===== src/sv/dss_pkg.sv =====
`timescale 1ns / 1ps
// Shared types and codes for the dual stack block.
// No dependencies; dss_ctrl and dual_stack_shared_memory import this package.
package dss_pkg;

  localparam int WORD_W = 32;

  // Request codes
  localparam logic [1:0] REQ_PUSH    = 2'd0;
  localparam logic [1:0] REQ_POP     = 2'd1;
  localparam logic [1:0] REQ_DISPLAY = 2'd2;
  localparam logic [1:0] REQ_UNUSED  = 2'd3;

  // Status codes
  localparam logic [1:0] ST_OK        = 2'd0;
  localparam logic [1:0] ST_OVERFLOW  = 2'd1;
  localparam logic [1:0] ST_UNDERFLOW = 2'd2;

  typedef struct packed {
    logic [1:0]               req_type;
    logic                     which_stack;
    logic signed [WORD_W-1:0] push_value;
  } dss_req_t;

  typedef struct packed {
    logic [1:0]               status;
    logic signed [WORD_W-1:0] data_out;
    logic                     last;
  } dss_result_t;

  // One result issued by the controller; data comes from the RAM when use_ram is set
  typedef struct packed {
    logic       valid;
    logic [1:0] status;
    logic       last;
    logic       use_ram;
  } dss_issue_t;

  typedef enum logic {
    S_IDLE,
    S_LIST
  } dss_state_t;

endpackage


===== src/sv/dss_stream_if.sv =====
`timescale 1ns / 1ps
// Valid/ready stream channel carrying one payload of type T.
// Used with payload types from dss_pkg.
interface dss_stream_if #(parameter type T = logic);
  logic valid;
  logic ready;
  T     data;

  modport source(output valid, output data, input ready);
  modport sink(input valid, input data, output ready);
endinterface


===== src/sv/dss_ram.sv =====
`timescale 1ns / 1ps
// Generic RAM: one write port, one read port, registered read data.
// No dependencies.
module dss_ram #(
  parameter int WIDTH = 32,
  parameter int DEPTH = 8
) (
  input  logic                     clk,
  input  logic                     we,
  input  logic [$clog2(DEPTH)-1:0] waddr,
  input  logic [WIDTH-1:0]         wdata,
  input  logic [$clog2(DEPTH)-1:0] raddr,
  output logic [WIDTH-1:0]         rdata
);

  logic [WIDTH-1:0] mem [DEPTH];

  always_ff @(posedge clk) begin
    if (we) begin
      mem[waddr] <= wdata;
    end
    rdata <= mem[raddr];
  end

endmodule


===== src/sv/dss_ctrl.sv =====
`timescale 1ns / 1ps
// Request controller: stack counts, address generation and display sequencer.
// Depends on dss_pkg; drives the ports of the shared RAM.
module dss_ctrl #(
  parameter int DEPTH = 8
) (
  input  logic                        clk,
  input  logic                        rst,
  input  dss_pkg::dss_req_t           req_data,
  input  logic                        req_valid,
  output logic                        req_ready,
  input  logic                        can_issue,
  output dss_pkg::dss_issue_t         issue,
  output logic                        wr_en,
  output logic [$clog2(DEPTH)-1:0]    wr_addr,
  output logic [dss_pkg::WORD_W-1:0]  wr_data,
  output logic [$clog2(DEPTH)-1:0]    rd_addr
);
  import dss_pkg::*;

  localparam int ADDR_W = $clog2(DEPTH);
  localparam int CNT_W  = $clog2(DEPTH + 1);
  localparam logic [CNT_W-1:0] DEPTH_C = CNT_W'(DEPTH);
  localparam logic [CNT_W-1:0] ONE_C   = CNT_W'(1);

  dss_state_t        state, state_next;
  logic [CNT_W-1:0]  lower_count;
  logic [CNT_W-1:0]  upper_count;
  logic [ADDR_W-1:0] list_addr;
  logic [CNT_W-1:0]  list_rem;
  logic              list_upper;

  logic              accept;
  logic [CNT_W-1:0]  sel_count;
  logic [CNT_W:0]    used;
  logic              full;
  logic [CNT_W-1:0]  upper_top;
  logic [CNT_W-1:0]  lower_top;
  logic [CNT_W-1:0]  upper_free;
  logic [ADDR_W-1:0] top_addr;
  logic              push_ok;
  logic              pop_ok;
  logic              list_start;
  logic              list_issue;

  assign sel_count  = req_data.which_stack ? upper_count : lower_count;
  assign used       = {1'b0, lower_count} + {1'b0, upper_count};
  assign full       = used >= {1'b0, DEPTH_C};
  assign upper_top  = DEPTH_C - upper_count;
  assign lower_top  = lower_count - ONE_C;
  assign upper_free = DEPTH_C - upper_count - ONE_C;
  assign top_addr   = req_data.which_stack ? upper_top[ADDR_W-1:0] : lower_top[ADDR_W-1:0];

  assign req_ready  = (state == S_IDLE) && can_issue;
  assign accept     = req_valid && req_ready;
  assign push_ok    = accept && (req_data.req_type == REQ_PUSH) && !full;
  assign pop_ok     = accept && (req_data.req_type == REQ_POP) && (sel_count != '0);
  assign list_start = accept && (req_data.req_type == REQ_DISPLAY) && (sel_count > ONE_C);
  assign list_issue = (state == S_LIST) && can_issue;

  always_comb begin
    state_next = state;
    case (state)
      S_IDLE: begin
        if (list_start) begin
          state_next = S_LIST;
        end
      end
      S_LIST: begin
        if (list_issue && (list_rem == ONE_C)) begin
          state_next = S_IDLE;
        end
      end
      default: state_next = S_IDLE;
    endcase
  end

  always_comb begin
    issue   = '0;
    wr_en   = 1'b0;
    wr_addr = req_data.which_stack ? upper_free[ADDR_W-1:0] : lower_count[ADDR_W-1:0];
    wr_data = req_data.push_value;
    rd_addr = top_addr;
    case (state)
      S_IDLE: begin
        if (accept) begin
          case (req_data.req_type)
            REQ_PUSH: begin
              issue.valid  = 1'b1;
              issue.status = full ? ST_OVERFLOW : ST_OK;
              issue.last   = 1'b1;
              wr_en        = !full;
            end
            REQ_POP, REQ_DISPLAY: begin
              issue.valid   = 1'b1;
              issue.status  = (sel_count == '0) ? ST_UNDERFLOW : ST_OK;
              issue.use_ram = (sel_count != '0);
              issue.last    = (req_data.req_type == REQ_POP) || (sel_count <= ONE_C);
            end
            default: ;
          endcase
        end
      end
      S_LIST: begin
        rd_addr = list_addr;
        if (can_issue) begin
          issue.valid   = 1'b1;
          issue.status  = ST_OK;
          issue.use_ram = 1'b1;
          issue.last    = (list_rem == ONE_C);
        end
      end
      default: ;
    endcase
  end

  always_ff @(posedge clk) begin
    if (rst) begin
      state       <= S_IDLE;
      lower_count <= '0;
      upper_count <= '0;
    end else begin
      state <= state_next;
      if (push_ok) begin
        if (req_data.which_stack) upper_count <= upper_count + ONE_C;
        else                      lower_count <= lower_count + ONE_C;
      end else if (pop_ok) begin
        if (req_data.which_stack) upper_count <= upper_count - ONE_C;
        else                      lower_count <= lower_count - ONE_C;
      end
    end
  end

  // Display walk: upper stack moves toward the top of the store, lower toward word 0
  always_ff @(posedge clk) begin
    if (list_start) begin
      list_rem   <= sel_count - ONE_C;
      list_upper <= req_data.which_stack;
      list_addr  <= req_data.which_stack ? top_addr + ADDR_W'(1) : top_addr - ADDR_W'(1);
    end else if (list_issue) begin
      list_rem  <= list_rem - ONE_C;
      list_addr <= list_upper ? list_addr + ADDR_W'(1) : list_addr - ADDR_W'(1);
    end
  end

endmodule


===== src/sv/dual_stack_shared_memory.sv =====
`timescale 1ns / 1ps
// Top level of the dual stack block: controller, shared RAM and result queue.
// Depends on dss_pkg, dss_stream_if, dss_ram and dss_ctrl.
//
// Two LIFO stacks share one RAM of DEPTH words; the lower grows up from word 0,
// the upper grows down from word DEPTH-1.
// Channels: req (sink) carries dss_req_t transactions, rsp (source) carries
// dss_result_t transactions. Both are valid/ready; a transaction moves at a
// rising edge with valid and ready high.
// A result passes through the RAM read stage, which registers the read data
// and the pend_* tag at the edge that takes its request, and then the result
// queue, which drives rsp.
// Push and pop do not hold req.ready low; a display of N words holds
// req.ready low while the sequencer walks the RAM, one word per cycle while
// the result queue has room. Request code 3 is taken and produces no result.
// The two-entry result queue plus the RAM read stage set the credit: when rsp
// stalls, the queue fills and req.ready (and the display walk) stops until a
// result is taken. No result is dropped or repeated.
// Reset (rst, synchronous) empties both stacks and the result queue; RAM
// contents are not cleared and need no clearing pass.
module dual_stack_shared_memory #(
  parameter int DEPTH = 8
) (
  input  logic         clk,
  input  logic         rst,
  dss_stream_if.sink   req,
  dss_stream_if.source rsp
);
  import dss_pkg::*;

  localparam int ADDR_W = $clog2(DEPTH);

  dss_issue_t        issue;
  logic              can_issue;
  logic              wr_en;
  logic [ADDR_W-1:0] wr_addr;
  logic [WORD_W-1:0] wr_data;
  logic [ADDR_W-1:0] rd_addr;
  logic [WORD_W-1:0] rd_data;

  // Read stage
  logic              pend_valid;
  logic [1:0]        pend_status;
  logic              pend_last;
  logic              pend_use_ram;

  // Result queue
  dss_result_t       q_mem [2];
  logic              q_head;
  logic [1:0]        q_count;
  logic [1:0]        occ;
  logic              out_fire;
  logic              q_tail;
  dss_result_t       pend_result;

  dss_ctrl #(.DEPTH(DEPTH)) u_ctrl (
    .clk       (clk),
    .rst       (rst),
    .req_data  (req.data),
    .req_valid (req.valid),
    .req_ready (req.ready),
    .can_issue (can_issue),
    .issue     (issue),
    .wr_en     (wr_en),
    .wr_addr   (wr_addr),
    .wr_data   (wr_data),
    .rd_addr   (rd_addr)
  );

  dss_ram #(.WIDTH(WORD_W), .DEPTH(DEPTH)) u_ram (
    .clk   (clk),
    .we    (wr_en),
    .waddr (wr_addr),
    .wdata (wr_data),
    .raddr (rd_addr),
    .rdata (rd_data)
  );

  assign rsp.valid = (q_count != 2'd0);
  assign rsp.data  = q_mem[q_head];
  assign out_fire  = rsp.valid && rsp.ready;
  assign occ       = q_count + {1'b0, pend_valid};
  assign can_issue = (occ < 2'd2) || out_fire;
  assign q_tail    = q_head ^ q_count[0];

  always_comb begin
    pend_result.status   = pend_status;
    pend_result.data_out = pend_use_ram ? rd_data : '0;
    pend_result.last     = pend_last;
  end

  always_ff @(posedge clk) begin
    if (rst) begin
      pend_valid <= 1'b0;
      q_head     <= 1'b0;
      q_count    <= 2'd0;
    end else begin
      pend_valid <= issue.valid;
      if (out_fire) begin
        q_head <= ~q_head;
      end
      q_count <= q_count + {1'b0, pend_valid} - {1'b0, out_fire};
    end
  end

  // Hold the issued tag until the RAM data lands
  always_ff @(posedge clk) begin
    pend_status  <= issue.status;
    pend_last    <= issue.last;
    pend_use_ram <= issue.use_ram;
    if (pend_valid) begin
      q_mem[q_tail] <= pend_result;
    end
  end

endmodule

===== src/flat_wrapper.sv =====
// flat-port wrapper written by rule: the top's interface ports become plain ports
module dual_stack_shared_memory_flat import dss_pkg::*;
#(
  parameter int DEPTH = 8
)
  (clk, rst, req_valid, req_data, req_ready, rsp_valid, rsp_data, rsp_ready);
  dss_stream_if req_i ();
  dss_stream_if rsp_i ();
  input  logic clk;
  input  logic rst;
  input wire logic [$bits(req_i.valid)-1:0] req_valid;
  input wire logic [$bits(req_i.data)-1:0] req_data;
  output wire logic [$bits(req_i.ready)-1:0] req_ready;
  output wire logic [$bits(rsp_i.valid)-1:0] rsp_valid;
  output wire logic [$bits(rsp_i.data)-1:0] rsp_data;
  input wire logic [$bits(rsp_i.ready)-1:0] rsp_ready;
  assign req_i.valid = req_valid;
  assign req_i.data = req_data;
  assign req_ready = req_i.ready;
  assign rsp_valid = rsp_i.valid;
  assign rsp_data = rsp_i.data;
  assign rsp_i.ready = rsp_ready;
  dual_stack_shared_memory #(.DEPTH(DEPTH)) u_core (.clk(clk), .rst(rst), .req(req_i), .rsp(rsp_i));
endmodule

===== config.mk =====
export PLATFORM = sky130hd
export DESIGN_NAME = dual_stack_shared_memory_flat
export DESIGN_NICKNAME = d
export VERILOG_FILES = /design/src/sv/dss_pkg.sv /design/src/sv/dss_stream_if.sv /design/src/sv/dss_ram.sv /design/src/sv/dss_ctrl.sv /design/src/sv/dual_stack_shared_memory.sv /design/src/flat_wrapper.sv
export SDC_FILE = /design/constraint.sdc
export NUM_CORES = 1
export LEC_CHECK = 0
export ABC_AREA = 0
export BUFFER_PORTS_ARGS = -buffer_cell sky130_fd_sc_hd__buf_2
export CAP_MARGIN = 40
export CORE_AREA = 2 2 39 41
export DETAILED_ROUTE_END_ITERATION = 7
export DIE_AREA = 0 0 41 43
export GPL_ROUTABILITY_DRIVEN = 0
export SYNTH_ARGS = -nofsm -noshare
export SYNTH_HDL_FRONTEND = slang
export SYNTH_SLANG_ARGS = --single-unit

===== constraint.sdc =====
create_clock -name clk -period 3.1 [get_ports clk]
set_clock_uncertainty 0.05 [all_clocks]
set_input_delay 0.465 -clock clk [delete_from_list [all_inputs] [get_ports clk]]
set_output_delay 0.465 -clock clk [all_outputs]
set_load 0.02 [all_outputs]

After elaboration in Yosys (flattened, before gate mapping)
Memory sizes are Yosys's and may differ from the RTL's. A register that Yosys moved wholly into a read port is not among the register bits.
Cells that the tools add are included.
{"block": "word_totals", "reg_bits": 52, "latch_bits": 0, "mem_bits_rw": 78, "rom_bits": 0, "output_inout_bits": 3, "word_cells": 50, "memories": 2}
{"block": "classes", "n_addsub": 6, "n_mul": 0, "div_mod_pow": 0, "magnitude_cmp": 2, "n_eq_ne": 1, "n_shift": 0, "muxes": 16, "n_bitwise": 3, "n_reduce_logical": 9}
{"memory": "u_core.q_mem", "depth": 2, "word_bits": 35, "read_ports": 1, "rd_ports_with_merged_regs": 1, "write_ports": 1, "line_no": "dual_stack_shared_memory.sv:48", "rtl": "dss_result_t q_mem [2];"}
{"memory": "u_core.u_ram.mem", "depth": 8, "word_bits": 1, "read_ports": 1, "rd_ports_with_merged_regs": 1, "write_ports": 1, "line_no": "dss_ram.sv:16", "rtl": "logic [WIDTH-1:0] mem [DEPTH];"}
{"cell": "32-bit 2-to-1 mux", "count": 1}
{"cell": "1-bit 2-to-1 mux", "count": 10}
{"cell": "5-bit 2-to-1 mux", "count": 2}
{"cell": "5-bit one-hot mux with 2 select lines", "count": 1}
{"cell": "1-bit logical AND", "count": 6}
{"cell": "3-bit by 1-bit subtractor with 3-bit output, second input constant", "count": 2}
{"cell": "4-bit by 1-bit adder with 4-bit output, second input constant", "count": 1}
{"cell": "4-bit by 1-bit equality test with 1-bit output, second input constant", "count": 1}
{"cell": "4-bit greater-or-equal comparator, second input constant", "count": 1}
{"cell": "4-bit by 1-bit subtractor with 4-bit output, second input constant", "count": 1}
{"cell": "3-bit 2-to-1 mux", "count": 1}
{"cell": "2-bit by 1-bit adder with 2-bit output", "count": 1}
{"cell": "2-bit < comparator, second input constant", "count": 1}
{"cell": "1-bit inverter", "count": 2}
{"cell": "1-bit one-hot mux with 2 select lines", "count": 1}
{"cell": "2-bit nonzero test", "count": 1}
{"cell": "2-bit by 1-bit subtractor with 2-bit output", "count": 1}
{"cell": "1-bit logical NOT", "count": 1}
{"cell": "1-bit logical OR", "count": 1}
{"cell": "1-bit XOR", "count": 1}

Depth between registers and ports, before layout
Gate-level depths: netlist of the first run.
{"block": "logic_depth", "word_depth": 9, "depth_mapped": 5, "mapped_depth_nobuf": 5}

By module
From an unflattened synthesis of the first run, not the netlist that was laid out.
{"block": "unflattened", "cells_unflattened": 250, "hier_area_um2": 2287.2}
{"mod": "dss_ctrl", "instances": 1, "cells_each": 220, "area_each_um2": 1940.6, "seq_area_each_um2": 420.4}
{"mod": "dual_stack_shared_memory", "instances": 1, "cells_each": 30, "area_each_um2": 346.6, "seq_area_each_um2": 180.2}

Worst setup path after synthesis of the first run
No wires, ideal clock.
{"block": "synth_timing", "path_type": "flip-flop to output port", "start": "reg u_core.q_count[0]", "end": "out req_ready", "arrival_ns": 1.267, "required_ns": 2.585, "slack_ns": 1.318, "path_stages_with_launch": 5, "path_buffers": 0, "cell_sequence": "dfxtp_1 ha_1 xor2_1 a22o_2 nor2_1"}
{"block": "synth_via", "elab_chain_cells": 4, "word_cells_on_any_way": 6, "cone_classes": "1 x add/sub; 1 x order compare; 4 x reduce/logical"}
{"item": "from (decl)", "line_no": "dual_stack_shared_memory.sv:50", "rtl": "logic [1:0] q_count;"}
{"item": "from (signal assigned)", "line_no": "dual_stack_shared_memory.sv:102", "rtl": "q_count <= q_count + {1'b0, pend_valid} - {1'b0, out_fire};"}
{"item": "2-bit by 1-bit adder with 2-bit output / 2-bit nonzero test (equally long branches)", "line_no": "dual_stack_shared_memory.sv:82, dual_stack_shared_memory.sv:79"}
{"item": "2-bit < comparator / 1-bit logical AND (equally long branches)", "line_no": "dual_stack_shared_memory.sv:83, dual_stack_shared_memory.sv:81"}
{"item": "1-bit logical OR (*)", "line_no": "dual_stack_shared_memory.sv:83", "rtl": "assign can_issue = (occ < 2'd2) || out_fire;"}
{"item": "1-bit logical AND (*)", "line_no": "dss_ctrl.sv:54", "rtl": "assign req_ready = (state == S_IDLE) && can_issue;"}
{"item": "to (decl)", "line_no": "flat_wrapper.sv:13", "rtl": "output wire logic [$bits(req_i.ready)-1:0] req_ready;"}
Every way passes the cells marked *; elsewhere a longest branch is shown, timed or not.

Final worst setup path of the first run
Same ends and word-level chain as after synthesis.

==> metrics, run 1 <==
WP data arrival 1.60 ns; grt ovf 0; WL met3 33 um; Hold Slack 0.383 ns; worst setup path category flip-flop to output pin; CTS Sinks 13; Design Area, Final 649 sq um; Hold Path Cell Cnt 0; Port Buffers 6; Via density 4.49; fin nets 71; Leakage ~0.00029 uW; P per Cell Area roughly 800 nW/um^2; worst path required time 2.58 ns; CTS Buf Count 3; worst reg2reg path depth 4; first-pass GRT wire length 1.41 mm; share of cells above drive strength 1 between 15 and 20%; most common cell after layout, fill and taps aside nor2_1; Critical R2R Capture u_core.u_ctrl.list_rem[3]$_DFFE_PP_; hold endpoint u_core.q_mem[1][0]$_DFFE_PP_; Slew headroom about three quarters; Final Hold Fails 0; Post-Route WL 727 um; DRT met1 WL 355 um; Worst-Margin Slew about 0.35 ns; Final Cycle Share 68.4%; detailed placement HPWL 565 um; CP startpoint u_core.q_count[0]$_SDFF_PP0_; Hold Buf Count CTS 0; Iter 0 DRT Violations 0; Post-CTS Setup Inserts 0; status completed; min-delay src u_core.pend_last$_DFF_P_; Ant. Diodes 0; FF+latch count, synth 13; mean post-synth cell area roughly 11 sq um; Mapped Nets 60; Reg2Reg Launch Point u_core.q_count[0]$_SDFF_PP0_; worst-path fanout max 4; Slew Viols, Final 0; I/O pin count 8; Cell Area, Placed 623 sq um; die area 1760 sq um; core box area ~1400 sq um; Initial Util 41.4%; met2 wire len 314 um; Final min period 2.12 ns; most frequent cells in the layout 10 x nor2_1, 8 x inv_1, 7 x dfxtp_1; CTS HTree Levels 1; worst min path class flip-flop to flip-flop; routed via count about 350; fmax 0.472 GHz; post-synthesis cell count 51; Max-Cap Viols 0; Worst setup EP type output pin; clock transition at the registers of the reported paths 0.07 ns; Post-CTS Resized 0; number of setup violations in the final report 0; Cell Area, Synth 573 sq um; Chip Height 43 um; Seq/Total Area, Yosys 55.9%; initial antenna violation count 0; drt first pass iters 1; Antenna Nets Post-Route 0; CP Launch Type flip-flop; CTS tree built; RSZ-0062 raised after global routing false; reg2reg setup slack 1.37 ns; worst vdd ir 0.000531 V; Overall Global Routing Usage 12.7%; yosys warns 0; Chip Width 41 um; clk_lat worst skew 0.26 ns; Final TNS setup 0 ns; wire per inst roughly 9.4 um; largest net degree at the start of global routing 8; synthesis-to-layout area growth 13.3%; FILL cells 121; number of core rows 14; Synth cell types 16; DRC errors left 0; CTS Root Cell clkbuf_4; Top Metal Used met4; Longest Clk Path Bufs 2; vias in the first global route 330
[per-stage QoR]
stage                     setup WS (ns)  cells  util (%)  total power, uW
after detailed placement           1.26     73      45.0              427
final                             0.981     77      46.9              518
after CTS                         0.961     77      46.9              528
after global routing              0.809     77      46.9              570
after global placement             1.28     73      45.0              423
after floorplan                    1.32     51         -              383
[final cells by class]
type / instances / area, sq um / area share (%)
flip-flops and latches: 13 / 320 / 49.3
multi-input cells: 30 / 223 / 34.3
repair buffers: 6 / 30.0 / 4.62
inverters: 8 / 30.0 / 4.62
clock buffers: 4 / 26.3 / 4.05
well taps: 16 / 20.0 / 3.08
[sequential cells by signal, summed over array words and instances (netlist names), named ones only]
signal	count
u_core.u_ctrl.state	1
u_core.q_count	2
u_core.q_mem	2
u_core.q_head	1
u_core.u_ctrl.list_rem	4
u_core.pend_last	1
u_core.pend_valid	1
[cells by family (layout without fill, tap and decap cells)]
logic type	after synthesis	in the layout	synth area share (%)
buffers and inverters	8	18	5.24
AOI/OAI and AO/OA	4	4	6.55
and+or+nand+nor	14	14	10.7
adders and majority gates	4	4	8.73
xor gates and xnor gates	6	6	9.17
DFF	13	13	55.9
muxes	2	2	3.71
[worst max-delay path, cell delays in order, from the launching register on]
cell	delay, ns
dfxtp_1	0.40
ha_1	0.24
xor2_1	0.28
a22o_2	0.23
nor2_1	0.04
buf_2	0.15
[where the power goes]
part / switching, uW / total [uW] / internal [uW] / leakage, uW
Sequential: 24.2 / 240 / 216 / 0.000112
Clock: 48.8 / 98.4 / 49.6 / 0.0000150
Combinational: 101 / 179 / 78.4 / 0.000161
[worst max-delay path by stage]
| stage | cells past startpoint | slack, ns | endpoint |
|---|---|---|---|
| finish | 5 | 0.98 | req_ready |
| global route | 5 | 0.81 | req_ready |
| CTS | 5 | 0.96 | req_ready |
| detailed placement | 5 | 1.26 | req_ready |
| global placement | 5 | 1.28 | req_ready |
| floorplan | 4 | 1.32 | req_ready |
[per-layer routing]
metal,vias up,global-route usage (%)
met3,2,4.71
met1,150,17.3
met5,-,0
met4,0,10.0
li1,187,-
met2,7,15.3
[cell usage after synthesis]
| cell | number | area [sq um] |
|---|---|---|
| nor2_1 | 10 | 37.5 |
| inv_1 | 8 | 30.0 |
| dfxtp_1 | 7 | 140 |
| edfxtp_1 | 6 | 180 |
| ha_1 | 4 | 50.1 |
| xor2_1 | 4 | 35.0 |
| nor3_1 | 2 | 10.0 |
| xnor2_1 | 2 | 17.5 |
| a211oi_2 | 1 | 12.5 |
| a22o_2 | 1 | 10.0 |
| a22oi_1 | 1 | 7.51 |
| and2_1 | 1 | 6.26 |
| mux2_2 | 1 | 11.3 |
| mux2i_1 | 1 | 10.0 |
| nor3b_1 | 1 | 7.51 |
| o21a_1 | 1 | 7.51 |
Note: power is estimated with default switching activity, not from simulation.
==> run 2: changes to the inputs <==
clock period = 1.95 ns   (was 3.1 ns; I/O delays follow)
==> run 2 against run 1 <==
Against the previous run:
- sequential cell count did not move
- highest routed layer unchanged
- power rose by 71%
- wire length rose by 12%
- count of clock-buffer cells in the layout fell by 1
==> metrics, run 2 (synthesized netlist as in run 1, its figures left out) <==
CTS Root Cell clkbuf_4; status completed; wire per inst 10.4 um (+10%); most common cell after layout, fill and taps aside nor2_1; Chip Width 41 um (unchanged); CTS Buf Count 3 (unchanged); Chip Height 43 um (unchanged); Post-Route WL 812 um (+12%); Via density 4.67 (+3.9%); CTS HTree Levels 1 (unchanged); routed via count 364 (+5.2%); Max-Cap Viols 0 (unchanged); I/O pin count 8 (unchanged); worst-path fanout max 4 (unchanged); CP Launch Type flip-flop; Antenna Nets Post-Route 0 (unchanged); fmax 0.539 GHz; footprint of the multi-input gates 243 sq um (+9.0%); DRC errors left 0 (unchanged); Final min period around 1.9 ns; Slew Viols, Final 0 (unchanged); Critical R2R Capture u_core.u_ctrl.list_rem[0]$_DFFE_PP_; Iter 0 DRT Violations 2 (+2); initial antenna violation count 0 (unchanged); detailed placement HPWL 576 um (+1.9%); Overall Global Routing Usage 13.0% (+0.35 points); CTS Sinks 13 (unchanged); number of core rows 14 (unchanged); Worst-Margin Slew 0.340 ns (-0.00751 ns); clk_lat worst skew 0.27 ns (about the same); Initial Util 41.4% (unchanged); CTS tree built; PnR Total Power 886 uW (+71%); share of cells above drive strength 1 27.4% (+7.7 points); largest register by flop count u_core.u_ctrl.list_rem; CP startpoint u_core.q_count[0]$_SDFF_PP0_; grt ovf 0 (unchanged); Hold Buf Count CTS 0 (unchanged); FILL cells 136 (+12%); worst setup path endpoint req_ready; reg2reg setup slack 0.16 ns (-1.21 ns); die area 1760 sq um (unchanged); synthesis-to-layout area growth 19.4%; clock transition at the registers of the reported paths 0.08 ns (about the same); worst min path class input pin to flip-flop; Worst setup EP type output pin; largest net degree at the start of global routing 9 (+1); top flop regs u_core.u_ctrl.list_rem (4), u_core.q_count (2), u_core.q_mem (2); WP data arrival 1.51 ns (-0.09 ns); Leakage 0.000296 uW (+3.0%); Final Cycle Share between 90% and 100%; Slew headroom 77.2% (+0.50 points); register area 324 sq um (+1.2%); drt first pass iters 2 (+1); Reg2Reg Launch Point u_core.q_count[0]$_SDFF_PP0_; worst vdd ir 0.000787 V (+48%); Final Hold Fails 0 (unchanged); most frequent cells in the layout 10 x nor2_1, 8 x inv_1, 6 x dfxtp_1, 6 x edfxtp_1, 5 x buf_2; number of setup violations in the final report 0 (unchanged); DP Cell Count 73 (unchanged); max FFs per register 4 (unchanged); vias in the first global route 353 (+7.0%); worst path required time 1.61 ns (-0.97 ns); Port Buffers 6 (unchanged); first-pass GRT wire length 1.45 mm (+3.0%); post-route insts no fill 78 (+1.3%); worst reg2reg path depth 5 (+1); Final TNS setup 0 ns (unchanged); worst setup path category flip-flop to output pin; fin nets 72 (+1.4%); Ant. Diodes 0 (unchanged); Longest Clk Path Bufs 2 (unchanged); P per Cell Area 1290 nW/um^2 (+62%); core box area 1380 sq um (unchanged)
==> run 2: how the worst min path moves through the flow <==
| stage | endpoint | slack, ns | cells past startpoint | start |
|---|---|---|---|---|
| 3_3_place_gp | u_core.q_mem[0][0]$_DFFE_PP_ | 0.36 | 0 | u_core.pend_last$_DFF_P_ |
| 4_1_cts | u_core.q_count[0]$_SDFF_PP0_ | 0.20 | 2 | rst |
| 6_report | u_core.q_count[0]$_SDFF_PP0_ | 0.20 | 2 | rst |
| 5_1_grt | u_core.q_count[0]$_SDFF_PP0_ | 0.22 | 2 | rst |
| 2_1_floorplan | u_core.u_ctrl.state$_SDFF_PP0_ | 0.31 | 1 | rst |
| 3_5_place_dp | u_core.q_mem[1][0]$_DFFE_PP_ | 0.36 | 0 | u_core.pend_last$_DFF_P_ |
==> run 2: layout make-up <==
class / instances / share of cell area, %
Clock inverter: 1 / 0.731
Multi-Input combinational cell: 30 / 35.5
Timing Repair Buffer: 7 / 5.85
Tap cell: 16 / 2.93
Inverter: 8 / 4.39
Clock buffer: 3 / 3.29
Sequential cell: 13 / 47.3
==> run 2: report_power, final <==
group,internal (uW),switching (uW)
logic,150,171
registers,350,48.4
clock network,75.9,90.3
total,576,309
==> run 2: metrics by stage <==
step / util [%] / hold WS, ns / setup WS (ns) / area [sq um]
floorplan: - / 0.307 / 0.341 / 573
global placement: 45.0 / 0.361 / 0.227 / 623
detailed placement: 45.0 / 0.362 / 0.211 / 623
CTS: 47.7 / 0.195 / 0.0415 / 661
global route: 49.5 / 0.219 / -0.00623 / 684
finish: 49.5 / 0.202 / 0.0939 / 684
==> run 2: what timing repair did <==
item / in CTS / in global routing
endpoints found under the setup margin: 1 / 1
buffers inserted: 0 / 1
endpoints found under the hold margin: 0 / 0
resized for setup: 2 / 4
pin swaps: 0 / 1
==> run 2: per-layer routing <==
layer / track usage (%) / part of all wire [%] / vias to the layer above / wire length [um]
li1: - / - / 188 / -
met1: 18.2 / 49 / 167 / 394
met2: 15.6 / 46 / 7 / 370
met4: 10.0 / 1.8 / 0 / 15
met5: 0 / 0 / - / 0
met3: 4.71 / 3.8 / 2 / 31
==> run 2: critical path: stages (launching register included) <==
cell and delay (ns):
dfxtp_4 0.37, ha_4 0.17, xor2_2 0.19, a22o_2 0.26, nor2_1 0.10, buf_4 0.15
==> run 3: changes to the inputs <==
==> constraint.sdc (replaced) <==
create_clock -name clk -period 1.95 [get_ports clk]
set_clock_uncertainty 0.05 [all_clocks]
set_input_delay 0.195 -clock clk [delete_from_list [all_inputs] [get_ports clk]]
set_output_delay 0.195 -clock clk [all_outputs]
set_load 0.02 [all_outputs]
==> run 3 against run 2 <==
Against the previous run:
- via count fell by 2.7%
- non-clock buffer count fell by 1
- wire length fell by 9.0%
- critical endpoint unchanged
- utilization fell by 2.0 points
- largest power group unchanged
==> metrics, run 3 (synthesized netlist as in run 1, its figures left out) <==
RSZ-0062 raised after global routing false; worst setup path category flip-flop to output pin; Overall Global Routing Usage 11.5% (-1.5 points); Iter 0 DRT Violations 5 (+3); first-pass GRT wire length 1.33 mm (-8.1%); Final TNS setup 0 ns (unchanged); worst path required time 1.70 ns (+0.09 ns); Max-Cap Viols 0 (unchanged); Worst-Margin Slew 0.359 ns (+0.0183 ns); DP Cell Count 73 (unchanged); routed via count 354 (-2.7%); CTS Buf Count 3 (unchanged); Hold Buf Count CTS 0 (unchanged); Chip Width 41 um (unchanged); share of cells above drive strength 1 21.3% (-6.1 points); post-route insts no fill 77 (-1.3%); Slew Viols, Final 0 (unchanged); Reg2Reg Launch Point u_core.q_count[0]$_SDFF_PP0_; Worst setup EP type output pin; synthesis-to-layout area growth 14.6%; die area 1760 sq um (unchanged); most frequent cells in the layout 10 x nor2_1, 8 x inv_1, 7 x dfxtp_1; worst min path class input pin to flip-flop; WP data arrival 1.58 ns (+0.07 ns); CTS Root Cell clkbuf_4; CTS Sinks 13 (unchanged); core box area 1380 sq um (unchanged); largest register by flop count u_core.u_ctrl.list_rem; status completed; Leakage 0.000287 uW (-3.0%); most common cell after layout, fill and taps aside nor2_1; CP Launch Type flip-flop; grt ovf 0 (unchanged); worst-path fanout max 4 (unchanged); Longest Clk Path Bufs 2 (unchanged); Post-CTS Setup Inserts 0 (unchanged); DRC errors left 0 (unchanged); detailed placement HPWL 578 um (+0.40%); vias in the first global route 331 (-6.2%); wire per inst 9.60 um (-7.8%); Initial Util 41.4% (unchanged); Chip Height 43 um (unchanged); Final Cycle Share 93.5% (-1.7 points); top flop regs u_core.u_ctrl.list_rem (4), u_core.q_count (2), u_core.q_mem (2); initial antenna violation count 0 (unchanged); I/O pin count 8 (unchanged); number of setup violations in the final report 0 (unchanged); fin nets 71 (-1.4%); drt first pass iters 4 (+2); number of core rows 14 (unchanged); Final Hold Fails 0 (unchanged); Ant. Diodes 0 (unchanged); Port Buffers 6 (unchanged); min-delay src rst; Slew headroom 76.0% (-1.2 points); Antenna Nets Post-Route 0 (unchanged); CTS tree built; Post-Route WL 739 um (-9.0%); CP startpoint u_core.q_count[0]$_SDFF_PP0_; clk_lat worst skew 0.26 ns (about the same); fmax 0.548 GHz (+1.8%); Final min period 1.82 ns (-0.0325 ns); largest net degree at the start of global routing 8 (-1); max FFs per register 4 (unchanged); worst vdd ir 0.000829 V (+5.4%); P per Cell Area 1260 nW/um^2 (-2.3%); Via density 4.60 (-1.5%); CTS HTree Levels 1 (unchanged); clock transition at the registers of the reported paths 0.07 ns (about the same)
run 3: timing repair:
| item | in CTS | in global routing |
|---|---|---|
| endpoints found under the setup margin | 0 | 1 |
| hold endpoints to repair | 0 | 0 |
| resized for setup | 0 | 1 |
run 3: metrics by stage:
step                total power, uW  area, sq um  setup WS, ns  hold WS [ns]  utilization [%]
floorplan                       609          573         0.382         0.210                -
global placement                673          623         0.227         0.361             45.0
detailed placement              677          623         0.235         0.371             45.0
CTS                             835          649         0.112         0.120             46.9
global route                    898          657        0.0263         0.123             47.5
finish                          830          657         0.126         0.125             47.5
run 3: per-layer routing:
metal	up-vias	wire length (um)	part of all wire [%]	track usage (%)
met4	0	20	2.7	6.00
met3	2	35	4.7	5.24
met1	156	363	49	15.5
met5	-	0	0	0
li1	187	-	-	-
met2	9	320	43	15.0
run 3: layout make-up:
class	count	area (sq um)
Fill cell	129	727
Sequential cell	13	320
Multi-Input combinational cell	30	230
Timing Repair Buffer	6	30.0
Inverter	8	30.0
Clock buffer	4	26.3
Tap cell	16	20.0
run 3: where the power goes:
part           total, uW  internal, uW  switching (uW)
clock network        155          78.9            75.8
registers            386           343            42.5
logic                290           129             161
total                830           551             279
run 3: final timing paths:
path / end / cells past startpoint / slack (ns)
max: req_ready / 5 / 0.13
min: u_core.u_ctrl.state$_SDFF_PP0_ / 2 / 0.12
min reg2reg: u_core.q_mem[1][0]$_DFFE_PP_ / 0 / 0.38
max reg2reg: u_core.u_ctrl.list_rem[2]$_DFFE_PP_ / 4 / 0.20
run 3: critical path, cell delays in order, from the launching register on:
cell and delay (ns):
dfxtp_1 0.35, ha_1 0.27, xor2_2 0.21, a22o_2 0.25, nor2_1 0.08, buf_2 0.16
